===== config.mk =====
export PLATFORM = sky130hd
export DESIGN_NAME = sv39_page_table_walker_top
export DESIGN_NICKNAME = d
export VERILOG_FILES = /design/src/design/svptw_pkg.sv /design/src/design/svptw_front.sv /design/src/design/svptw_queue.sv /design/src/design/svptw_back.sv /design/src/design/sv39_page_table_walker_top.sv
export VERILOG_INCLUDE_DIRS = /design/src /design/src/design
export SDC_FILE = /design/constraint.sdc
export NUM_CORES = 1
export LEC_CHECK = 0
export ABC_CLOCK_PERIOD_IN_PS = 31800
export BUFFER_PORTS_ARGS = -buffer_cell sky130_fd_sc_hd__buf_2
export CORE_MARGIN = 3
export CORE_UTILIZATION = 45
export DETAILED_ROUTE_END_ITERATION = 10
export PLACE_DENSITY = 0.64
export SYNTH_ARGS = -nofsm -noshare
export SYNTH_HDL_FRONTEND = slang
export SYNTH_SLANG_ARGS = --single-unit

===== constraint.sdc =====
create_clock -name clk_i -period 31.8 [get_ports clk_i]
set_input_delay 6.36 -clock clk_i [delete_from_list [all_inputs] [get_ports clk_i]]
set_output_delay 6.36 -clock clk_i [all_outputs]
set_load 0.05 [all_outputs]

===== src/design/assert_macros.svh =====
// Assertion macros shared by the page table walker modules.
// Depends on nothing; included by the modules that carry assertions.
`ifndef ASSERT_MACROS_SVH
`define ASSERT_MACROS_SVH

// Checks a property on every rising clock edge while reset is released.
`define ASSERT_CLK(label, clk, rst_n, prop) \
  label: assert property (@(posedge clk) disable iff (!rst_n) (prop)) \
    else $error("%m: assertion failed");

// Checks a property on every rising clock edge, reset included.
`define ASSERT_ALWAYS(label, clk, prop) \
  label: assert property (@(posedge clk) (prop)) \
    else $error("%m: assertion failed");

`endif


===== src/design/svptw_pkg.sv =====
// Types and constants of the Sv39 page table walker.
// Depends on nothing; imported by every module of the walker.
package svptw_pkg;

  localparam int unsigned PpnW   = 44;
  localparam int unsigned AddrW  = 56;
  localparam int unsigned VaW    = 39;
  localparam int unsigned VaLimW = 38;
  localparam int unsigned IdxW   = 9;
  localparam int unsigned OffW   = 12;
  localparam int unsigned LvlW   = 2;
  localparam int unsigned CfgIdxW  = 1;
  localparam int unsigned CfgDataW = 44;
  localparam int unsigned QDepth = 2;

  localparam logic OpTranslate = 1'b0;
  localparam logic OpPte       = 1'b1;
  localparam logic KindRead    = 1'b0;
  localparam logic KindDone    = 1'b1;

  localparam logic [CfgIdxW-1:0] CfgRootPpn  = 1'b0;
  localparam logic [CfgIdxW-1:0] CfgUserMode = 1'b1;

  localparam int unsigned PteVBit   = 0;
  localparam int unsigned PteUBit   = 4;
  localparam int unsigned PtePpnLsb = 10;

  typedef struct packed {
    logic        op;
    logic [63:0] vaddr;
    logic [63:0] pte_data;
  } in_item_t;

  typedef struct packed {
    logic             kind;
    logic [AddrW-1:0] mem_addr;
    logic [AddrW-1:0] phys_addr;
    logic             fault;
  } out_item_t;

  typedef enum logic [1:0] {
    CMD_START,
    CMD_RANGE_FAULT,
    CMD_PTE
  } cmd_kind_e;

  typedef struct packed {
    cmd_kind_e        kind;
    logic [VaW-1:0]   vaddr;
    logic [PpnW-1:0]  ppn;
    logic             pte_v;
    logic             pte_u;
  } cmd_t;

endpackage


===== src/design/svptw_front.sv =====
// Front part of the walker: takes input transfers and classifies them.
// Depends on svptw_pkg; feeds the command queue.
module svptw_front (
  input  logic                in_valid_i,
  output logic                in_stall_o,
  input  svptw_pkg::in_item_t in_item_i,
  output logic                push_o,
  input  logic                full_i,
  output svptw_pkg::cmd_t     cmd_o
);
  import svptw_pkg::*;

  logic out_of_range;

  assign out_of_range = |in_item_i.vaddr[63:VaLimW];
  assign in_stall_o   = full_i;
  assign push_o       = in_valid_i && !full_i;

  always_comb begin
    cmd_o       = '0;
    cmd_o.vaddr = in_item_i.vaddr[VaW-1:0];
    cmd_o.ppn   = in_item_i.pte_data[PtePpnLsb +: PpnW];
    cmd_o.pte_v = in_item_i.pte_data[PteVBit];
    cmd_o.pte_u = in_item_i.pte_data[PteUBit];
    if (in_item_i.op == OpPte) begin
      cmd_o.kind = CMD_PTE;
    end else if (out_of_range) begin
      cmd_o.kind = CMD_RANGE_FAULT;
    end else begin
      cmd_o.kind = CMD_START;
    end
  end

endmodule


===== src/design/svptw_queue.sv =====
// Short command queue between the front and back parts of the walker.
// Depends on svptw_pkg and assert_macros.svh.
`include "assert_macros.svh"
module svptw_queue (
  input  logic            clk_i,
  input  logic            rst_ni,
  input  logic            push_i,
  input  svptw_pkg::cmd_t data_i,
  output logic            full_o,
  input  logic            pop_i,
  output logic            valid_o,
  output svptw_pkg::cmd_t data_o
);
  import svptw_pkg::*;

  localparam int unsigned PtrW = (QDepth > 1) ? $clog2(QDepth) : 1;
  localparam int unsigned CntW = $clog2(QDepth + 1);
  localparam logic [PtrW-1:0] LastPtr = PtrW'(QDepth - 1);
  localparam logic [CntW-1:0] FullCnt = CntW'(QDepth);

  cmd_t            mem_q [QDepth];
  logic [PtrW-1:0] wr_ptr_q, wr_ptr_d;
  logic [PtrW-1:0] rd_ptr_q, rd_ptr_d;
  logic [CntW-1:0] count_q, count_d;

  assign full_o  = (count_q == FullCnt);
  assign valid_o = (count_q != '0);
  assign data_o  = mem_q[rd_ptr_q];

  always_comb begin
    wr_ptr_d = wr_ptr_q;
    rd_ptr_d = rd_ptr_q;
    count_d  = count_q;
    if (push_i) begin
      wr_ptr_d = (wr_ptr_q == LastPtr) ? '0 : wr_ptr_q + 1'b1;
    end
    if (pop_i) begin
      rd_ptr_d = (rd_ptr_q == LastPtr) ? '0 : rd_ptr_q + 1'b1;
    end
    if (push_i && !pop_i) begin
      count_d = count_q + 1'b1;
    end else if (pop_i && !push_i) begin
      count_d = count_q - 1'b1;
    end
  end

  always_ff @(posedge clk_i or negedge rst_ni) begin
    if (!rst_ni) begin
      wr_ptr_q <= '0;
      rd_ptr_q <= '0;
      count_q  <= '0;
    end else begin
      wr_ptr_q <= wr_ptr_d;
      rd_ptr_q <= rd_ptr_d;
      count_q  <= count_d;
    end
  end

  always_ff @(posedge clk_i) begin
    if (push_i) begin
      mem_q[wr_ptr_q] <= data_i;
    end
  end

  `ASSERT_CLK(a_count_bounded, clk_i, rst_ni, count_q <= FullCnt)
  `ASSERT_CLK(a_pop_not_empty, clk_i, rst_ni, pop_i |-> count_q != '0)
  `ASSERT_CLK(a_push_not_full, clk_i, rst_ni, (push_i && !pop_i) |-> !full_o)

endmodule


===== src/design/svptw_back.sv =====
// Back part of the walker: walk state, configuration registers and result register.
// Depends on svptw_pkg and assert_macros.svh; consumes the command queue.
`include "assert_macros.svh"
module svptw_back #(
  parameter int unsigned LEVELS = 3
) (
  input  logic                                clk_i,
  input  logic                                rst_ni,
  input  logic                                cfg_we_i,
  input  logic [svptw_pkg::CfgIdxW-1:0]       cfg_idx_i,
  input  logic [svptw_pkg::CfgDataW-1:0]      cfg_data_i,
  input  logic                                q_valid_i,
  input  svptw_pkg::cmd_t                     q_data_i,
  output logic                                q_pop_o,
  output logic                                out_valid_o,
  input  logic                                out_stall_i,
  output svptw_pkg::out_item_t                out_item_o
);
  import svptw_pkg::*;

  localparam logic [LvlW-1:0] TopLevel = LvlW'(LEVELS - 1);

  logic            busy_q, busy_d;
  logic [LvlW-1:0] level_q, level_d;
  logic [VaW-1:0]  vaddr_q, vaddr_d;
  logic [PpnW-1:0] table_ppn_q, table_ppn_d;
  logic [PpnW-1:0] root_ppn_q;
  logic            user_mode_q;
  logic            out_valid_q;
  out_item_t       out_item_q;
  logic            res_valid;
  out_item_t       res;
  logic [IdxW-1:0] idx;

  assign q_pop_o     = q_valid_i && (!out_valid_q || !out_stall_i);
  assign out_valid_o = out_valid_q;
  assign out_item_o  = out_item_q;

  always_comb begin
    case (level_d)
      2'd0:    idx = vaddr_d[OffW +: IdxW];
      2'd1:    idx = vaddr_d[OffW + IdxW +: IdxW];
      2'd2:    idx = vaddr_d[OffW + 2 * IdxW +: IdxW];
      default: idx = '0;
    endcase
  end

  always_comb begin
    busy_d      = busy_q;
    level_d     = level_q;
    vaddr_d     = vaddr_q;
    table_ppn_d = table_ppn_q;
    res_valid   = 1'b0;
    res         = '0;
    res.kind    = KindDone;
    case (q_data_i.kind)
      CMD_RANGE_FAULT: begin
        busy_d    = 1'b0;
        res_valid = 1'b1;
        res.fault = 1'b1;
      end
      CMD_START: begin
        busy_d      = 1'b1;
        level_d     = TopLevel;
        vaddr_d     = q_data_i.vaddr;
        table_ppn_d = root_ppn_q;
        res_valid   = 1'b1;
        res.kind    = KindRead;
      end
      CMD_PTE: begin
        if (busy_q) begin
          res_valid = 1'b1;
          if (!q_data_i.pte_v) begin
            busy_d    = 1'b0;
            res.fault = 1'b1;
          end else if (level_q != '0) begin
            table_ppn_d = q_data_i.ppn;
            level_d     = level_q - 1'b1;
            res.kind    = KindRead;
          end else begin
            busy_d = 1'b0;
            if (user_mode_q) begin
              if (!q_data_i.pte_u) begin
                res.fault = 1'b1;
              end else begin
                res.phys_addr = {q_data_i.ppn, {OffW{1'b0}}};
              end
            end else begin
              res.phys_addr = {q_data_i.ppn, vaddr_q[OffW-1:0]};
            end
          end
        end
      end
      default: begin
        res_valid = 1'b0;
      end
    endcase
    if (res.kind == KindRead) begin
      res.mem_addr = {table_ppn_d, idx, 3'b000};
    end
  end

  always_ff @(posedge clk_i or negedge rst_ni) begin
    if (!rst_ni) begin
      busy_q      <= 1'b0;
      level_q     <= '0;
      vaddr_q     <= '0;
      table_ppn_q <= '0;
      root_ppn_q  <= '0;
      user_mode_q <= 1'b1;
      out_valid_q <= 1'b0;
    end else begin
      if (cfg_we_i) begin
        case (cfg_idx_i)
          CfgRootPpn:  root_ppn_q  <= cfg_data_i;
          CfgUserMode: user_mode_q <= cfg_data_i[0];
          default:     root_ppn_q  <= root_ppn_q;
        endcase
      end
      if (q_pop_o) begin
        busy_q      <= busy_d;
        level_q     <= level_d;
        vaddr_q     <= vaddr_d;
        table_ppn_q <= table_ppn_d;
        out_valid_q <= res_valid;
      end else if (!out_stall_i) begin
        out_valid_q <= 1'b0;
      end
    end
  end

  always_ff @(posedge clk_i) begin
    if (q_pop_o && res_valid) begin
      out_item_q <= res;
    end
  end

  `ASSERT_CLK(a_read_leaves_busy, clk_i, rst_ni,
              (q_pop_o && res_valid && res.kind == KindRead) |=> busy_q)
  `ASSERT_CLK(a_fault_no_addr, clk_i, rst_ni,
              (out_valid_q && out_item_q.fault) |-> out_item_q.phys_addr == '0)
  `ASSERT_CLK(a_idle_level_top, clk_i, rst_ni,
              (q_pop_o && q_data_i.kind == CMD_START) |=> level_q == TopLevel)

endmodule


===== src/design/sv39_page_table_walker_top.sv =====
// Sv39 page table walker: a front classifier, a two-entry command queue and
// a back part that holds the walk state. One transfer is accepted per clock
// cycle when the queue has room, and one result transfer leaves per cycle
// while the output is not stalled; a result passes the queue register, then
// the output register. A translate request yields a PTE read request, or a
// fault if out of range; each PTE response yields the next read or the
// finished translation, and a response with no walk in progress yields
// nothing. Configuration writes must happen while no walk is pending.
module sv39_page_table_walker_top #(
  parameter int unsigned LEVELS = 3
) (
  input  logic                           clk_i,
  input  logic                           rst_ni,
  input  logic                           cfg_we_i,
  input  logic [svptw_pkg::CfgIdxW-1:0]  cfg_idx_i,
  input  logic [svptw_pkg::CfgDataW-1:0] cfg_data_i,
  input  logic                           in_valid_i,
  output logic                           in_stall_o,
  input  svptw_pkg::in_item_t            in_item_i,
  output logic                           out_valid_o,
  input  logic                           out_stall_i,
  output svptw_pkg::out_item_t           out_item_o
);
  import svptw_pkg::*;

  logic push;
  logic full;
  cmd_t push_cmd;
  logic q_valid;
  logic q_pop;
  cmd_t q_cmd;

  svptw_front u_front (
    .in_valid_i (in_valid_i),
    .in_stall_o (in_stall_o),
    .in_item_i  (in_item_i),
    .push_o     (push),
    .full_i     (full),
    .cmd_o      (push_cmd)
  );

  svptw_queue u_queue (
    .clk_i   (clk_i),
    .rst_ni  (rst_ni),
    .push_i  (push),
    .data_i  (push_cmd),
    .full_o  (full),
    .pop_i   (q_pop),
    .valid_o (q_valid),
    .data_o  (q_cmd)
  );

  svptw_back #(
    .LEVELS (LEVELS)
  ) u_back (
    .clk_i       (clk_i),
    .rst_ni      (rst_ni),
    .cfg_we_i    (cfg_we_i),
    .cfg_idx_i   (cfg_idx_i),
    .cfg_data_i  (cfg_data_i),
    .q_valid_i   (q_valid),
    .q_data_i    (q_cmd),
    .q_pop_o     (q_pop),
    .out_valid_o (out_valid_o),
    .out_stall_i (out_stall_i),
    .out_item_o  (out_item_o)
  );

endmodule


* After elaboration in Yosys (flattened, before gate mapping) *
Memories as Yosys holds them, arrays and structs flattened.
Cells that the tools add are included.
Widths: inputs -> output; s select.

storage, ports and cells
  register bits = 250
  RAM bits = 174
  output and inout bits = 116
  word-level logic and storage cells = 94
  memories = 1

operators by class
  add/subtract/negate cells = 5
  equality and inequality tests = 6
  multiplexer cells = 38
  bitwise logic cells = 4
  reductions and logical operators = 24

memories
  memory         depth  width  rd ports  clocked after Yosys merged registers in  write ports  RTL line           RTL
  u_queue.mem_q  2      87     1         0                                        1            svptw_queue.sv:21  cmd_t mem_q [QDepth];

operator list
  operator             count
  $mux 44              3
  $mux 56              2
  $pmux 44 s2          1
  $mux 57              1
  $mux 39              1
  $pmux 9 s3           1
  $reduce_or 26->1     1
  $mux 1               18
  $mux 2               6
  $reduce_and 2->1     4
  $eq 2x2->1 const B   3
  $pmux 1 s2           3
  $reduce_bool 2->1    3
  $logic_and 1x1->1    5
  $logic_not 1->1      5
  $eq 2x1->1 const B   2
  $logic_not 2->1      2
  $not 1->1            4
  $pmux 2 s2           1
  $reduce_or 4->1      1
  $sub 2x1->2 const B  2
  $pmux 1 s3           1
  $reduce_bool 3->1    1
  $add 1x1->1 const B  2
  other kinds (4)      4

* Logic depth before layout (Yosys ltp) *
  word-level depth = 7
  depth in mapped cells = 14
  depth with buffers taken out = 8

* Cells and area by module *
Synthesis repeated with hierarchy kept, for this count alone.

second synthesis, totals
  cells, all modules = 933
  area, all modules = 15449.8 µm²

modules (own cells, without submodules)
  module       instances  cells an instance  area each (µm²)  seq. area each (µm²)
  svptw_back   1          549                8182.8           5536.6
  svptw_queue  1          287                6543.8           5325.1
  svptw_front  1          97                 723.2            0.0

* Worst setup path after synthesis *
No wires, ideal clock.

  kind = input port to flip-flop
  from = input port out_stall_i
  to = register u_back.out_item_q, in the netlist u_back.out_item_o[0] (enable)
  arrival time = 14671 ps
  required time = 31083 ps
  slack = 16412 ps
  cell stages on the path = 6
  buffers on the path = 2
  path through = nand2_1 > o21a_1 > inv_1 > clkbuf_1 > clkbuf_1 > nor3_1

on the way
  word-level cells in the longest chain between the ends = 4

RTL lines
  element               RTL line                          RTL
  start, declared       sv39_page_table_walker_top.sv:21  input logic out_stall_i,
  $logic_not 1->1       svptw_back.sv:35                  assign q_pop_o = q_valid_i && (!out_valid_q || !out_stall_i);
  $logic_or 1x1->1      svptw_back.sv:35
  $logic_and 1x1->1     svptw_back.sv:35
  $logic_and 1x1->1     svptw_back.sv:133                 if (q_pop_o && res_valid) begin
  end signal, assigned  svptw_back.sv:134                 out_item_q <= res;
  end, declared         svptw_back.sv:30                  out_item_t out_item_q;

Every way passes these cells.
A chain may end at the register's enable or synchronous reset.

* Final worst setup path *
  from = input port out_stall_i
  to = register u_back.out_item_q, in the netlist u_back.out_item_o[5] (enable)

Same word-level chain as after synthesis.

==> results.yml <==
grt:
  grt_pass1_wl_um: 58500
  grt_pass1_vias: 10200
  grt_max_degree: 97
  grt-ovfl-total: 0
  antenna_found_initial: 4
  grt_usage_pct: 19.4
job:
  drv_cap: 0
timing:
  hold_viol_final: 0
  finalWorstSetupSlack_ns: 23.13
  tightest_slew_ns: 1.15
  setup_violations: 0
  rsz0062_at_grt: "false"
  finalClockSkew_ns: 0.0325
  min_period_ns: 8.67
  slew_headroom_pct: 23.4
  max_freq_ghz: 0.115
  tns_ns: 0
  fin_crit_sh_pct: 27.3
  maxSlewViolCount: 0
final_layout:
  final_common_cell: "edfxtp_1"
  nFillCells: 3003
  num-nets-final: 1584
  drive_above_1_share_pct: 32.1
  mostFrequentLayoutCells: "285 x edfxtp_1, 272 x buf_2, 134 x dfrtp_1"
  area_delta_synth_final_pct: 19.2
yosys:
  synth_cell_types: 50
  synthDominantCellAreaShare_pct: 51.0
  synth_area_mm2: 0.0168
  synth_edf_count: 285
  synth-async-reset-ratio_pct: 32.3
  syn_area_per_cell_um2: 14.8
  synthFlopType: "edfxtp_1"
  synth_largest_area_cell: "edfxtp_1"
  synth-seq-cells: 421
  synth.area.top_cells: "edfxtp_1 51%, dfrtp_1 20%, mux2_2 5.8%, mux2i_1 5.1%, a2bb2oi_1 2.1%"
  ys_warn_count: 0
  seq_area_frac_synth_pct: 71.2
  synth_cells: 1132
setup_path:
  cpMostUsedCell: "buf_4"
  cp_max_fo: 96
  cp.arrival_ns: 8.84
  critical_path.slowest_cell: "buf_4"
  cp.required_ns: 31.97
  cp-start-kind: "input port"
  critPathKind: "input port to flop"
  crit_chain: "buf_2 -> nand2_1 -> o21a_1 -> clkinv_2 -> buf_4 -> nor3_2 -> buf_4 -> buf_4"
  cp-end-kind: "flop"
  worst_path_largest_cell_delay_ns: 0.78
route:
  initialDrtViolationCount: 583
  ant_nets: 0
  dr.pass1.iters: 4
  wirelength_um: 38900
  wl_per_cell_um: 20.4
  post_drt_via_cell_ratio: 5.33
  via_count: 10200
  drc: 0
floorplanning:
  die_y_um: 199
  initial_core_util_pct: 45.8
  fp.coreArea_mm2: 0.0367
  boundaryPins: 295
  dieWidth_um: 199
  die_area_mm2: 0.0397
  core.rowCount: 70
clock_network:
  tritoncts: "done"
  root_buffer: "clkbuf_16"
  path_clk_slew_ns: 0.06
  insertion_delay_ns: 0.57
  ctsResizeCount: 0
  clkSinkCount: 421
  clockBufferDepth: 3
  cts_inserted_buffers: 44
  hold_buffers: 0
  cts.htree.levels: 2
  cts_setup_buffers: 0
power:
  power_frac_seq_pct: 40.7
  p_sw_mw: 0.812
  ir_drop_uv: 69.7
  p_int_mw: 1.30
  p_per_area_mw_per_mm2: 105
  clockPowerShare_pct: 23.8
  p_leak_nw: 7.73
  power.switching_fraction_pct: 38.5
  power_frac_comb_pct: 35.4
placed_design:
  dpl_worst_slack_ns: 22.46
  dp_hpwl_um: 23300
  place.port_buffers: 273
  routabilityCongestion: 0.719
min_path:
  hold_path.class: "flop to flop"
run_status:
  outcome: "completed"
cell type report:
cell class	instances	area [um2]	share of cell area [%]
repair buffers	291	1510	7.53
clock inverters	17	170	0.850
diodes	3	7.51	0.0375
clock buffers	63	1240	6.22
well taps	468	586	2.93
flip-flops and latches	421	12000	59.8
multi-input cells	635	4500	22.5
inverters	7	27.5	0.138
path summary, 6_finish.rpt:
| check | cells past startpoint | start | slack [ns] | endpoint |
|---|---|---|---|---|
| worst max-delay path | 8 | out_stall_i | 23.13 | u_back.out_item_o[5] |
| worst min-delay path | 2 | u_back.table_ppn_q[0] | 0.48 | u_back.table_ppn_q[0] |
| worst max register to register | 8 | u_queue.rd_ptr_q | 27.45 | u_back.out_item_o[61] |
| worst min register to register | 2 | u_back.table_ppn_q[0] | 0.48 | u_back.table_ppn_q[0] |
| max in group asynchronous | 2 | rst_ni | 24.42 | u_queue.rd_ptr_q |
| min in group asynchronous | 1 | rst_ni | 5.79 | u_back.root_ppn_q[31] |
routing by layer:
layer / up-vias / global-route usage (%) / part of all wire, %
met5: - / 0 / 0.054
met4: 4 / 5.80 / 2.1
met3: 58 / 4.52 / 6.3
met2: 306 / 31.8 / 48
met1: 5059 / 26.1 / 44
li1: 4728 / - / -
power groups by stage:
stage	registers [mW]	logic [mW]	clock network [mW]
final	0.859	0.747	0.503
after CTS	0.860	0.758	0.516
after floorplan	1.08	0.361	0
after global placement	0.863	0.747	0
after detailed placement	0.870	0.757	0
after global routing	0.876	0.805	0.537
flip-flops by register name, summed over array words and instances (netlist names):
register            cells
u_queue.count_q         2
u_back.out_valid_o      1
u_back.table_ppn_q     44
u_back.vaddr_q         39
u_back.out_item_o     111
u_queue.mem_q         174
u_back.user_mode_q      1
u_back.busy_q           1
u_queue.rd_ptr_q        1
u_queue.wr_ptr_q        1
u_back.root_ppn_q      44
u_back.level_q          2
cells in the mapped netlist (2+ instances only):
cell / number
mux2i_1: 85
or2_2: 4
inv_1: 7
and3_1: 2
edfxtp_1: 285
ha_1: 5
mux2_2: 87
nand2_1: 85
a2bb2oi_1: 41
a21oi_2: 2
buf_4: 10
o21ai_1: 35
and2_1: 15
nor2_1: 90
clkbuf_1: 34
nor2b_1: 43
o21ai_0: 15
nor4_1: 6
buf_6: 6
a32oi_1: 3
dfrtp_1: 135
xnor2_1: 3
buf_2: 12
buf_1: 9
nor3_1: 3
o211ai_1: 18
o2111ai_1: 9
o22a_1: 9
xor2_1: 2
a21oi_1: 51
o21a_1: 2
stage by stage:
step | area (um2) | util, % | hold WS, ns | total power [mW] | cells
after floorplan | 16800 | - | 0.442 | 1.44 | 1134
after global placement | 18600 | 50.7 | 0.455 | 1.61 | 1822
after detailed placement | 18600 | 50.7 | 0.470 | 1.63 | 1822
after CTS | 20000 | 54.5 | 0.483 | 2.13 | 1902
after global routing | 20000 | 54.5 | 0.510 | 2.22 | 1904
final | 20000 | 54.5 | 0.479 | 2.11 | 1905
kinds of logic (layout without fill, tap and decap cells):
logic type      Yosys count  count (layout)  synth area share, %
simple gates            254             254                 6.97
buf+inv                  78             378                 2.32
xor+xnor                  5               5                0.261
flops                   421             421                 71.2
mux                     173             173                 11.0
fa+ha+maj                 5               5                0.373
other cells               1               6               0.0223
compound gates          195             195                 7.77
worst max-delay path: cells and delay by family:
family | cells | cell delay [ns]
buffers and inverters | 5 | 1.79
and+or+nand+nor | 2 | 0.40
AOI/OAI and AO/OA | 1 | 0.23
(Power assumes the default switching activity.)
